--- config.mk ---
export PLATFORM = sky130hd
export DESIGN_NAME = ils_seq
export DESIGN_NICKNAME = d
export VERILOG_FILES = /design/src/rtl/ils_pkg.sv /design/src/rtl/ils_seq.sv
export SDC_FILE = /design/constraint.sdc
export NUM_CORES = 1
export LEC_CHECK = 0
export BUFFER_PORTS_ARGS = -buffer_cell sky130_fd_sc_hd__buf_2
export CAP_MARGIN = 25
export CORE_AREA = 2 2 106 108
export DETAILED_ROUTE_END_ITERATION = 12
export DIE_AREA = 0 0 108 110
export HOLD_SLACK_MARGIN = 0.1
export REMOVE_ABC_BUFFERS = 1
export SKIP_CTS_REPAIR_TIMING = 1
export SYNTH_ARGS = -nofsm -noshare
export SYNTH_HDL_FRONTEND = slang
export SYNTH_SLANG_ARGS = --single-unit
export TNS_END_PERCENT = 20
--- constraint.sdc ---
create_clock -name i_clk -period 4.2 [get_ports i_clk]
set_input_delay 0.21 -clock i_clk [delete_from_list [all_inputs] [get_ports i_clk]]
set_output_delay 0.21 -clock i_clk [all_outputs]
set_load 0.02 [all_outputs]
--- src/rtl/ils_pkg.sv ---
// shared types and codes of the indexed list store
package ils_pkg;

    // request codes
    localparam logic [2:0] OP_PUSH    = 3'd0;
    localparam logic [2:0] OP_POP     = 3'd1;
    localparam logic [2:0] OP_REPLACE = 3'd2;
    localparam logic [2:0] OP_INSERT  = 3'd3;
    localparam logic [2:0] OP_DELETE  = 3'd4;
    localparam logic [2:0] OP_READ    = 3'd5;

    // result status codes
    localparam logic [1:0] ST_OK      = 2'd0;
    localparam logic [1:0] ST_RANGE   = 2'd1;
    localparam logic [1:0] ST_FULL    = 2'd2;
    localparam logic [1:0] ST_MISSING = 2'd3;

    typedef logic [63:0] t_word;
    typedef logic [8:0]  t_len;

    // request transaction
    typedef struct packed {
        logic [2:0] opcode;
        logic [7:0] position;
        t_word      word_in;
        logic       has_value;
    } t_req;

    // result transaction
    typedef struct packed {
        logic [1:0] status;
        t_word      word_out;
        t_len       length;
    } t_rsp;

    // sequencer states
    typedef enum logic [2:0] {
        S_IDLE,
        S_EXEC,
        S_SHIFT,
        S_DRAIN,
        S_FILL,
        S_READ
    } t_state;

    // memory port controls from the sequencer
    typedef struct packed {
        logic rd_en;
        logic wr_en;
        logic wr_from_mem;
    } t_mem_ctl;

    // result controls from the sequencer
    typedef struct packed {
        logic       done;
        logic [1:0] status;
        logic       with_word;
    } t_rsp_ctl;

endpackage

--- src/rtl/ils_seq.sv ---
// sequencer: request decode, length count and shift address walk
module ils_seq #(
    parameter int CAPACITY = 256
) (
    input  logic                           i_clk,
    input  logic                           i_rst_n,
    input  logic                           i_accept,
    input  logic [2:0]                     i_op,
    input  logic [7:0]                     i_pos,
    input  logic                           i_has,
    output ils_pkg::t_mem_ctl              o_mem,
    output logic [$clog2(CAPACITY)-1:0]    o_raddr,
    output logic [$clog2(CAPACITY)-1:0]    o_waddr,
    output ils_pkg::t_rsp_ctl              o_rsp,
    output logic [$clog2(CAPACITY+1)-1:0]  o_count_nxt,
    output logic                           o_busy
);
    import ils_pkg::*;

    localparam int AW = $clog2(CAPACITY);
    localparam int CW = $clog2(CAPACITY + 1);
    localparam int PW = (CW > 8) ? CW : 8;

    t_state          r_state, n_state;
    logic [CW-1:0]   r_count, n_count;
    logic [AW-1:0]   r_src, n_src;
    logic [AW-1:0]   r_dst, n_dst;
    logic            r_wpend, n_wpend;

    logic            in_range;
    logic            full;
    logic            is_ins;
    logic            src_last;
    logic [AW-1:0]   pos_a;
    logic [AW-1:0]   top_a;

    // request checks against the current length
    assign in_range = PW'(i_pos) < PW'(r_count);
    assign full     = (r_count == CW'(CAPACITY));
    assign is_ins   = (i_op == OP_INSERT);
    assign pos_a    = AW'(i_pos);
    assign top_a    = AW'(r_count - CW'(1));
    assign src_last = is_ins ? (r_src == pos_a) : (r_src == top_a);

    // next state
    always_comb begin
        n_state = r_state;
        case (r_state)
            S_IDLE: begin
                if (i_accept) n_state = S_EXEC;
            end
            S_EXEC: begin
                n_state = S_IDLE;
                if (in_range) begin
                    if (i_op == OP_READ) begin
                        n_state = S_READ;
                    end else if (is_ins && !full) begin
                        n_state = S_SHIFT;
                    end else if (i_op == OP_DELETE && pos_a != top_a) begin
                        n_state = S_SHIFT;
                    end
                end
            end
            S_SHIFT: begin
                if (src_last) n_state = S_DRAIN;
            end
            S_DRAIN: begin
                n_state = is_ins ? S_FILL : S_IDLE;
            end
            S_FILL:  n_state = S_IDLE;
            S_READ:  n_state = S_IDLE;
            default: n_state = S_IDLE;
        endcase
    end

    // outputs and datapath updates
    always_comb begin
        o_mem     = '0;
        o_raddr   = r_src;
        o_waddr   = r_dst;
        o_rsp     = '0;
        n_count   = r_count;
        n_src     = r_src;
        n_dst     = r_dst;
        n_wpend   = r_wpend;
        case (r_state)
            S_EXEC: begin
                o_rsp.done   = 1'b1;
                o_rsp.status = ST_OK;
                case (i_op)
                    OP_PUSH: begin
                        if (!i_has) begin
                            o_rsp.status = ST_MISSING;
                        end else if (full) begin
                            o_rsp.status = ST_FULL;
                        end else begin
                            o_mem.wr_en = 1'b1;
                            o_waddr     = AW'(r_count);
                            n_count     = r_count + CW'(1);
                        end
                    end
                    OP_POP: begin
                        if (r_count != '0) n_count = r_count - CW'(1);
                    end
                    OP_REPLACE: begin
                        if (!in_range) begin
                            o_rsp.status = ST_RANGE;
                        end else begin
                            o_mem.wr_en = 1'b1;
                            o_waddr     = pos_a;
                        end
                    end
                    OP_INSERT: begin
                        if (!in_range) begin
                            o_rsp.status = ST_RANGE;
                        end else if (full) begin
                            o_rsp.status = ST_FULL;
                        end else begin
                            o_rsp.done = 1'b0;
                            n_src      = top_a;
                            n_wpend    = 1'b0;
                        end
                    end
                    OP_DELETE: begin
                        if (!in_range) begin
                            o_rsp.status = ST_RANGE;
                        end else if (pos_a == top_a) begin
                            n_count = r_count - CW'(1);
                        end else begin
                            o_rsp.done = 1'b0;
                            n_src      = pos_a + AW'(1);
                            n_wpend    = 1'b0;
                        end
                    end
                    OP_READ: begin
                        if (!in_range) begin
                            o_rsp.status = ST_RANGE;
                        end else begin
                            o_rsp.done  = 1'b0;
                            o_mem.rd_en = 1'b1;
                            o_raddr     = pos_a;
                        end
                    end
                    default: ;
                endcase
            end
            S_SHIFT: begin
                // read one entry, write back the one read last cycle
                o_mem.rd_en       = 1'b1;
                o_mem.wr_en       = r_wpend;
                o_mem.wr_from_mem = 1'b1;
                n_wpend           = 1'b1;
                n_dst             = is_ins ? r_src + AW'(1) : r_src - AW'(1);
                if (!src_last) begin
                    n_src = is_ins ? r_src - AW'(1) : r_src + AW'(1);
                end
            end
            S_DRAIN: begin
                o_mem.wr_en       = 1'b1;
                o_mem.wr_from_mem = 1'b1;
                if (!is_ins) begin
                    o_rsp.done = 1'b1;
                    n_count    = r_count - CW'(1);
                end
            end
            S_FILL: begin
                o_mem.wr_en = 1'b1;
                o_waddr     = pos_a;
                o_rsp.done  = 1'b1;
                n_count     = r_count + CW'(1);
            end
            S_READ: begin
                o_rsp.done      = 1'b1;
                o_rsp.with_word = 1'b1;
            end
            default: ;
        endcase
    end

    // state registers
    always_ff @(posedge i_clk) begin
        if (!i_rst_n) begin
            r_state <= S_IDLE;
            r_count <= '0;
            r_wpend <= 1'b0;
        end else begin
            r_state <= n_state;
            r_count <= n_count;
            r_wpend <= n_wpend;
        end
    end

    // address counters
    always_ff @(posedge i_clk) begin
        r_src <= n_src;
        r_dst <= n_dst;
    end

    assign o_count_nxt = n_count;
    assign o_busy      = (r_state != S_IDLE);

endmodule

# After elaboration in Yosys (flattened, before gate mapping)
# Index checks and enable logic that the tools add are counted.
[word_totals]
register_bits = 29
output_inout_bits = 33
elab_cells = 112
[classes]
add_sub_neg = 5
magnitude_cmp = 1
n_eq_ne = 23
muxes = 63
reduce_logical = 15
[ops]
columns = ["operator", "count"]
rows = [
  ["two-way mux 8 bit", 13],
  ["case mux 8 bit (2 select lines)", 4],
  ["two-way mux 9 bit", 6],
  ["case mux 9 bit (3 select lines)", 2],
  ["== test 8 bit", 3],
  ["two-way mux 1 bit", 18],
  ["adder 8 x 1 -> 8 bit, second input constant", 2],
  ["two-way mux 3 bit", 5],
  ["!= test 3 bit, second input constant", 5],
  ["== test 3 x 2 -> 1 bit, second input constant", 4],
  ["== test 3 bit, second input constant", 4],
  ["two-way mux 2 bit", 6],
  ["case mux 3 bit (4 select lines)", 1],
  ["adder 9 x 1 -> 9 bit, second input constant", 1],
  ["== test 9 bit, second input constant", 1],
  ["less-than comparator 8 x 9 -> 1 bit", 1],
  ["case mux 1 bit (3 select lines)", 3],
  ["nonzero test 9 bit", 1],
  ["subtractor 9 x 1 -> 9 bit, second input constant", 1],
  ["!= test 8 bit", 1],
  ["case mux 1 bit (2 select lines)", 4],
  ["subtractor 8 x 1 -> 8 bit, second input constant", 1],
  ["AND reduction 7 bit", 1],
  ["== test 3 x 1 -> 1 bit, second input constant", 2],
  ["11 further kinds", 17],
]

# Longest topological paths before layout
[logic_depth]
ltp_word = 8
mapped_depth = 13

# Worst setup path before layout
# OpenSTA, ideal clock, no wires.
[synth_timing]
kind = "reg-to-output"
start = "register r_count[4]"
end = "output o_raddr[0]"
t_arrival_ns = 2.913
required_ns = 3.990
slack_ns = 1.077
path_stages_with_launch = 13
path_cell_list = "dfxtp_1 > buf_2 > buf_2 > inv_1 > ha_1 > a22o_1 > o41ai_4 > and2_1 > buf_4 > nand2_1 > or3_1 > buf_2 > mux2i_1"
[synth_via]
elab_chain_cells = 4
[synth_rtl]
columns = ["item", "line_no", "rtl"]
rows = [
  ["from (decl)", "ils_seq.sv:25", "logic [CW-1:0] r_count, n_count;"],
  ["from (signal assigned)", "ils_seq.sv:188", "r_count <= n_count;"],
  ["less-than comparator 8 x 9 -> 1 bit", "ils_seq.sv:38", "assign in_range = PW'(i_pos) < PW'(r_count);"],
  ["two-way mux 8 bit", "ils_seq.sv:136", "if (!in_range) begin"],
  ["two-way mux 8 bit", "ils_seq.sv:90", "case (i_op)"],
  ["two-way mux 8 bit", "ils_seq.sv:86", "case (r_state)"],
  ["to (decl)", "ils_seq.sv:12", "output logic [$clog2(CAPACITY)-1:0] o_raddr,"],
]
# No other way between the ends.

# Worst setup path in the final report
[layout_timing]
start = "register r_count[3]"
end = "output o_raddr[2]"
# Same word-level chain as after synthesis.

==> flow_summary.html <==
<table>
<tr><th>Metric</th><th>Value</th></tr>
<tr><th colspan="2">Run status</th></tr>
<tr><td>Outcome</td><td>completed</td></tr>
<tr><th colspan="2">Clocking</th></tr>
<tr><td>CTS Buf Count</td><td>5</td></tr>
<tr><td>Max Buffers Root-to-Sink</td><td>2</td></tr>
<tr><td>CTS tree</td><td>done</td></tr>
<tr><td>CTS H-tree depth</td><td>2</td></tr>
<tr><td>Sinks on the clock net</td><td>29</td></tr>
<tr><td>Clk Latency, worst-skew pair</td><td>0.30 ns</td></tr>
<tr><td>Clk slew on worst S/H paths</td><td>0.08 ns</td></tr>
<tr><td>Cell chosen for the clock root</td><td>sky130_fd_sc_hd__clkbuf_8</td></tr>
<tr><th colspan="2">Global route</th></tr>
<tr><td>Maximum number of pins on one net before global-route repair</td><td>30</td></tr>
<tr><td>GRT Total Usage</td><td>26.3%</td></tr>
<tr><td>Met2 layer usage reported by global route</td><td>41.5%</td></tr>
<tr><td>Leftover overflow at the end of global routing</td><td>0</td></tr>
<tr><td>Wire length of the first global-routing pass</td><td>24.2 mm</td></tr>
<tr><td>Vias in the first global route</td><td>4386</td></tr>
<tr><td>Met3 Track Usage GR</td><td>4.00%</td></tr>
<tr><td>Initial antenna violation count</td><td>0</td></tr>
<tr><td>Global-route layer with the greatest usage</td><td>met2</td></tr>
<tr><td>Global routing met1 resource utilization</td><td>36.2%</td></tr>
<tr><th colspan="2">Detailed routing</th></tr>
<tr><td>Number of routed nets with antenna violations</td><td>0</td></tr>
<tr><td>Routed wire length</td><td>15.4 mm</td></tr>
<tr><td>Total via count after detailed routing</td><td>4580</td></tr>
<tr><td>Final routed wire length divided by cell count</td><td>21.1 um</td></tr>
<tr><td>Mean number of vias per cell</td><td>6.27</td></tr>
<tr><td>DRC violation count after routing</td><td>0</td></tr>
<tr><td>Starting DRC count in detailed routing</td><td>369</td></tr>
<tr><td>Number of detailed-route iterations in the first pass</td><td>5</td></tr>
<tr><th colspan="2">Timing</th></tr>
<tr><td>Worst slew slack as a fraction of its limit</td><td>43.8%</td></tr>
<tr><td>Max-slew violation count</td><td>0</td></tr>
<tr><td>Slew at the pin closest to its max-slew limit</td><td>0.843 ns</td></tr>
<tr><td>Post-route setup slack</td><td>0.262 ns</td></tr>
<tr><td>Max Clk Rate</td><td>254 MHz</td></tr>
<tr><td>Worst clock skew</td><td>0.0146 ns</td></tr>
<tr><td>Total count of hold-check failures in the final report</td><td>0</td></tr>
<tr><td>Final setup fails</td><td>0</td></tr>
<tr><td>TNS Setup</td><td>0 ns</td></tr>
<tr><td>Final critical-path share of the clock period</td><td>93.8%</td></tr>
<tr><td>Post-route minimum period</td><td>3.94 ns</td></tr>
<tr><td>Unrepaired setup endpoints after global routing</td><td>no</td></tr>
<tr><th colspan="2">Worst setup path</th></tr>
<tr><td>Largest driver fanout on the critical path</td><td>15</td></tr>
<tr><td>Beginning of the worst register-to-register path</td><td>r_count[3]$_SDFF_PN0_</td></tr>
<tr><td>Arr. time, crit path</td><td>3.73 ns</td></tr>
<tr><td>Type of origin of the critical path</td><td>flip-flop</td></tr>
<tr><td>Critical Path Sink Type</td><td>output port</td></tr>
<tr><td>Worst flop-to-flop path endpoint</td><td>r_state[0]$_SDFFE_PN0P_</td></tr>
<tr><td>Setup slack, reg-to-reg</td><td>0.80 ns</td></tr>
<tr><td>Critical path launch point</td><td>r_count[3]$_SDFF_PN0_</td></tr>
<tr><td>Crit path to</td><td>o_raddr[2]</td></tr>
<tr><td>Path type of the worst setup path</td><td>reg -&gt; out</td></tr>
<tr><td>Reg2Reg Depth</td><td>8</td></tr>
<tr><td>Required time of the worst setup path</td><td>3.99 ns</td></tr>
<tr><th colspan="2">Pwr</th></tr>
<tr><td>Maximum vdd ir drop</td><td>107 uV</td></tr>
<tr><td>Power density cells</td><td>238 nW/um^2</td></tr>
<tr><td>P_leak</td><td>1.78 nW</td></tr>
<tr><th colspan="2">Synthesis</th></tr>
<tr><td>Library cell occupying the most area in the post-synthesis netlist</td><td>sky130_fd_sc_hd__edfxtp_1</td></tr>
<tr><td>Unique cell type count in the Yosys netlist</td><td>74</td></tr>
<tr><td>Cell types with the highest counts after synthesis</td><td>sky130_fd_sc_hd__nand2_1, sky130_fd_sc_hd__a21oi_1, sky130_fd_sc_hd__nor2_1</td></tr>
<tr><td>Top-count cell post-synth</td><td>sky130_fd_sc_hd__nand2_1</td></tr>
<tr><td>Post-synthesis async set-or-reset flop share</td><td>0%</td></tr>
<tr><td>Sequential fraction of the synthesis area</td><td>17.6%</td></tr>
<tr><td>Avg Inst Size Synth</td><td>7.35 sq um</td></tr>
<tr><td>Area contributors post-synth</td><td>sky130_fd_sc_hd__edfxtp_1, sky130_fd_sc_hd__xnor2_1, sky130_fd_sc_hd__dfxtp_1</td></tr>
<tr><td>Primary FF master, synth</td><td>sky130_fd_sc_hd__edfxtp_1</td></tr>
<tr><td>Count of synthesis-stage warnings from yosys</td><td>0</td></tr>
<tr><td>Register bit total from synthesis</td><td>29</td></tr>
<tr><td>Cell area after synthesis</td><td>4210 sq um</td></tr>
<tr><td>Number of enable flip-flop cells after synthesis</td><td>16</td></tr>
<tr><td>Fraction of post-synthesis cell area in the top cell type by area</td><td>11.4%</td></tr>
<tr><td>Instance count of the mapped netlist</td><td>573</td></tr>
<tr><th colspan="2">Final layout</th></tr>
<tr><td>Number of inserted filler cells in the final layout</td><td>1124</td></tr>
<tr><td>Share of cells above drive strength 1</td><td>17.9%</td></tr>
<tr><td>Inserted Diodes</td><td>0</td></tr>
<tr><td>Synthesis-to-finish area growth</td><td>10.0%</td></tr>
<tr><td>Core utilization of the finished layout</td><td>43.3%</td></tr>
<tr><td>Final layout net count</td><td>619</td></tr>
<tr><td>Final standard cell count with taps included and fillers excluded</td><td>731</td></tr>
<tr><td>Design area</td><td>4630 sq um</td></tr>
<tr><th colspan="2">Die</th></tr>
<tr><td>Number of ports placed on the die boundary</td><td>48</td></tr>
<tr><td>Number of core rows</td><td>38</td></tr>
<tr><td>Initial standard-cell utilization of the core</td><td>39.4%</td></tr>
<tr><td>Die area</td><td>11900 sq um</td></tr>
<tr><td>Die extent in x</td><td>108 um</td></tr>
<tr><td>Total core area</td><td>10700 sq um</td></tr>
<tr><td>Die height</td><td>110 um</td></tr>
<tr><th colspan="2">Place</th></tr>
<tr><td>Post-DP Area</td><td>4510 sq um</td></tr>
<tr><td>Number of buffers inserted by port buffering</td><td>47</td></tr>
<tr><td>Post-placement cell count</td><td>723</td></tr>
<tr><td>Pre-CTS setup slack</td><td>0.627 ns</td></tr>
<tr><td>Routability cong.</td><td>0.964</td></tr>
<tr><td>Post-DP HPWL</td><td>11.3 mm</td></tr>
<tr><th colspan="2">Job</th></tr>
<tr><td>Reported max-cap violation count</td><td>0</td></tr>
<tr><th colspan="2">Hold path</th></tr>
<tr><td>Path class of the lowest-slack min-delay path</td><td>in -&gt; reg</td></tr>
</table>
[worst max-delay path: stages, from the launching register on]
cell and delay, ns:
sky130_fd_sc_hd__dfxtp_1 0.71, sky130_fd_sc_hd__clkinv_1 0.42, sky130_fd_sc_hd__ha_1 0.31, sky130_fd_sc_hd__a22o_1 0.21, sky130_fd_sc_hd__o41ai_4 0.39, sky130_fd_sc_hd__and2_1 0.21, sky130_fd_sc_hd__nand2_1 0.06, sky130_fd_sc_hd__or3_1 0.58
sky130_fd_sc_hd__mux2_2 0.38, sky130_fd_sc_hd__buf_2 0.16
[area by class of cell]
class	instances	area [sq um]	share of cell area (%)
multi-input cells	473	3170	68.4
clock inverters	2	37.5	0.810
repair buffers	64	363	7.83
inverters	17	63.8	1.38
clock buffers	6	82.6	1.78
flip-flops and latches	29	741	16.0
well taps	140	175	3.78
[power by group]
group          internal [W]  switching [W]
combinational      0.000160       0.000277
clock              0.000193       0.000144
sequential         0.000310      0.0000187
total              0.000663       0.000439
[layout by cell type, fill, tap and decap left out, types with 16 or more instances in the layout]
cell                       instances
sky130_fd_sc_hd__a21oi_1          46
sky130_fd_sc_hd__buf_2            47
sky130_fd_sc_hd__buf_4            17
sky130_fd_sc_hd__edfxtp_1         16
sky130_fd_sc_hd__inv_1            16
sky130_fd_sc_hd__nand2_1          56
sky130_fd_sc_hd__nand3_1          26
sky130_fd_sc_hd__nor2_1           46
sky130_fd_sc_hd__o21ai_0          41
sky130_fd_sc_hd__xnor2_1          35
[worst min-delay path by stage]
stage                         start                    end  slack [ns]  depth (start not counted)
2_1_floorplan               i_rst_n   r_wpend$_SDFFE_PN0P_        0.32                          2
3_3_place_gp   r_wpend$_SDFFE_PN0P_   r_wpend$_SDFFE_PN0P_        0.45                          2
3_5_place_dp   r_wpend$_SDFFE_PN0P_   r_wpend$_SDFFE_PN0P_        0.46                          2
4_1_cts                     i_rst_n  r_count[7]$_SDFF_PN0_        0.28                          3
5_1_grt                     i_rst_n  r_count[7]$_SDFF_PN0_        0.29                          3
6_report                    i_rst_n  r_count[7]$_SDFF_PN0_        0.29                          3
[layer usage]
layer,routed length (um),up-vias
met4,449,0
met1,6950,2178
met5,0,-
met3,1040,42
li1,-,2166
met2,7000,194
[sequential cells by signal, summed over array words and instances, names as in the netlist]
register,count
r_wpend,1
r_src,8
r_dst,8
r_count,9
r_state,3
[kinds of logic after synthesis]
family	Yosys count	share of synthesized area [%]
and+or+nand+nor	208	26.0
adders and majority gates	14	4.16
DFF	29	17.6
muxes	12	3.09
AOI/OAI and AO/OA	190	31.3
xor gates and xnor gates	49	10.5
buffers and inverters	71	7.34
[stage by stage]
step | power (W) | hold slack, ns
after floorplan | 0.000621 | 0.319
after global placement | 0.000757 | 0.453
final | 0.00110 | 0.291
after global routing | 0.00115 | 0.292
after detailed placement | 0.000760 | 0.461
after CTS | 0.00110 | 0.278
(Power assumes the default switching activity.)
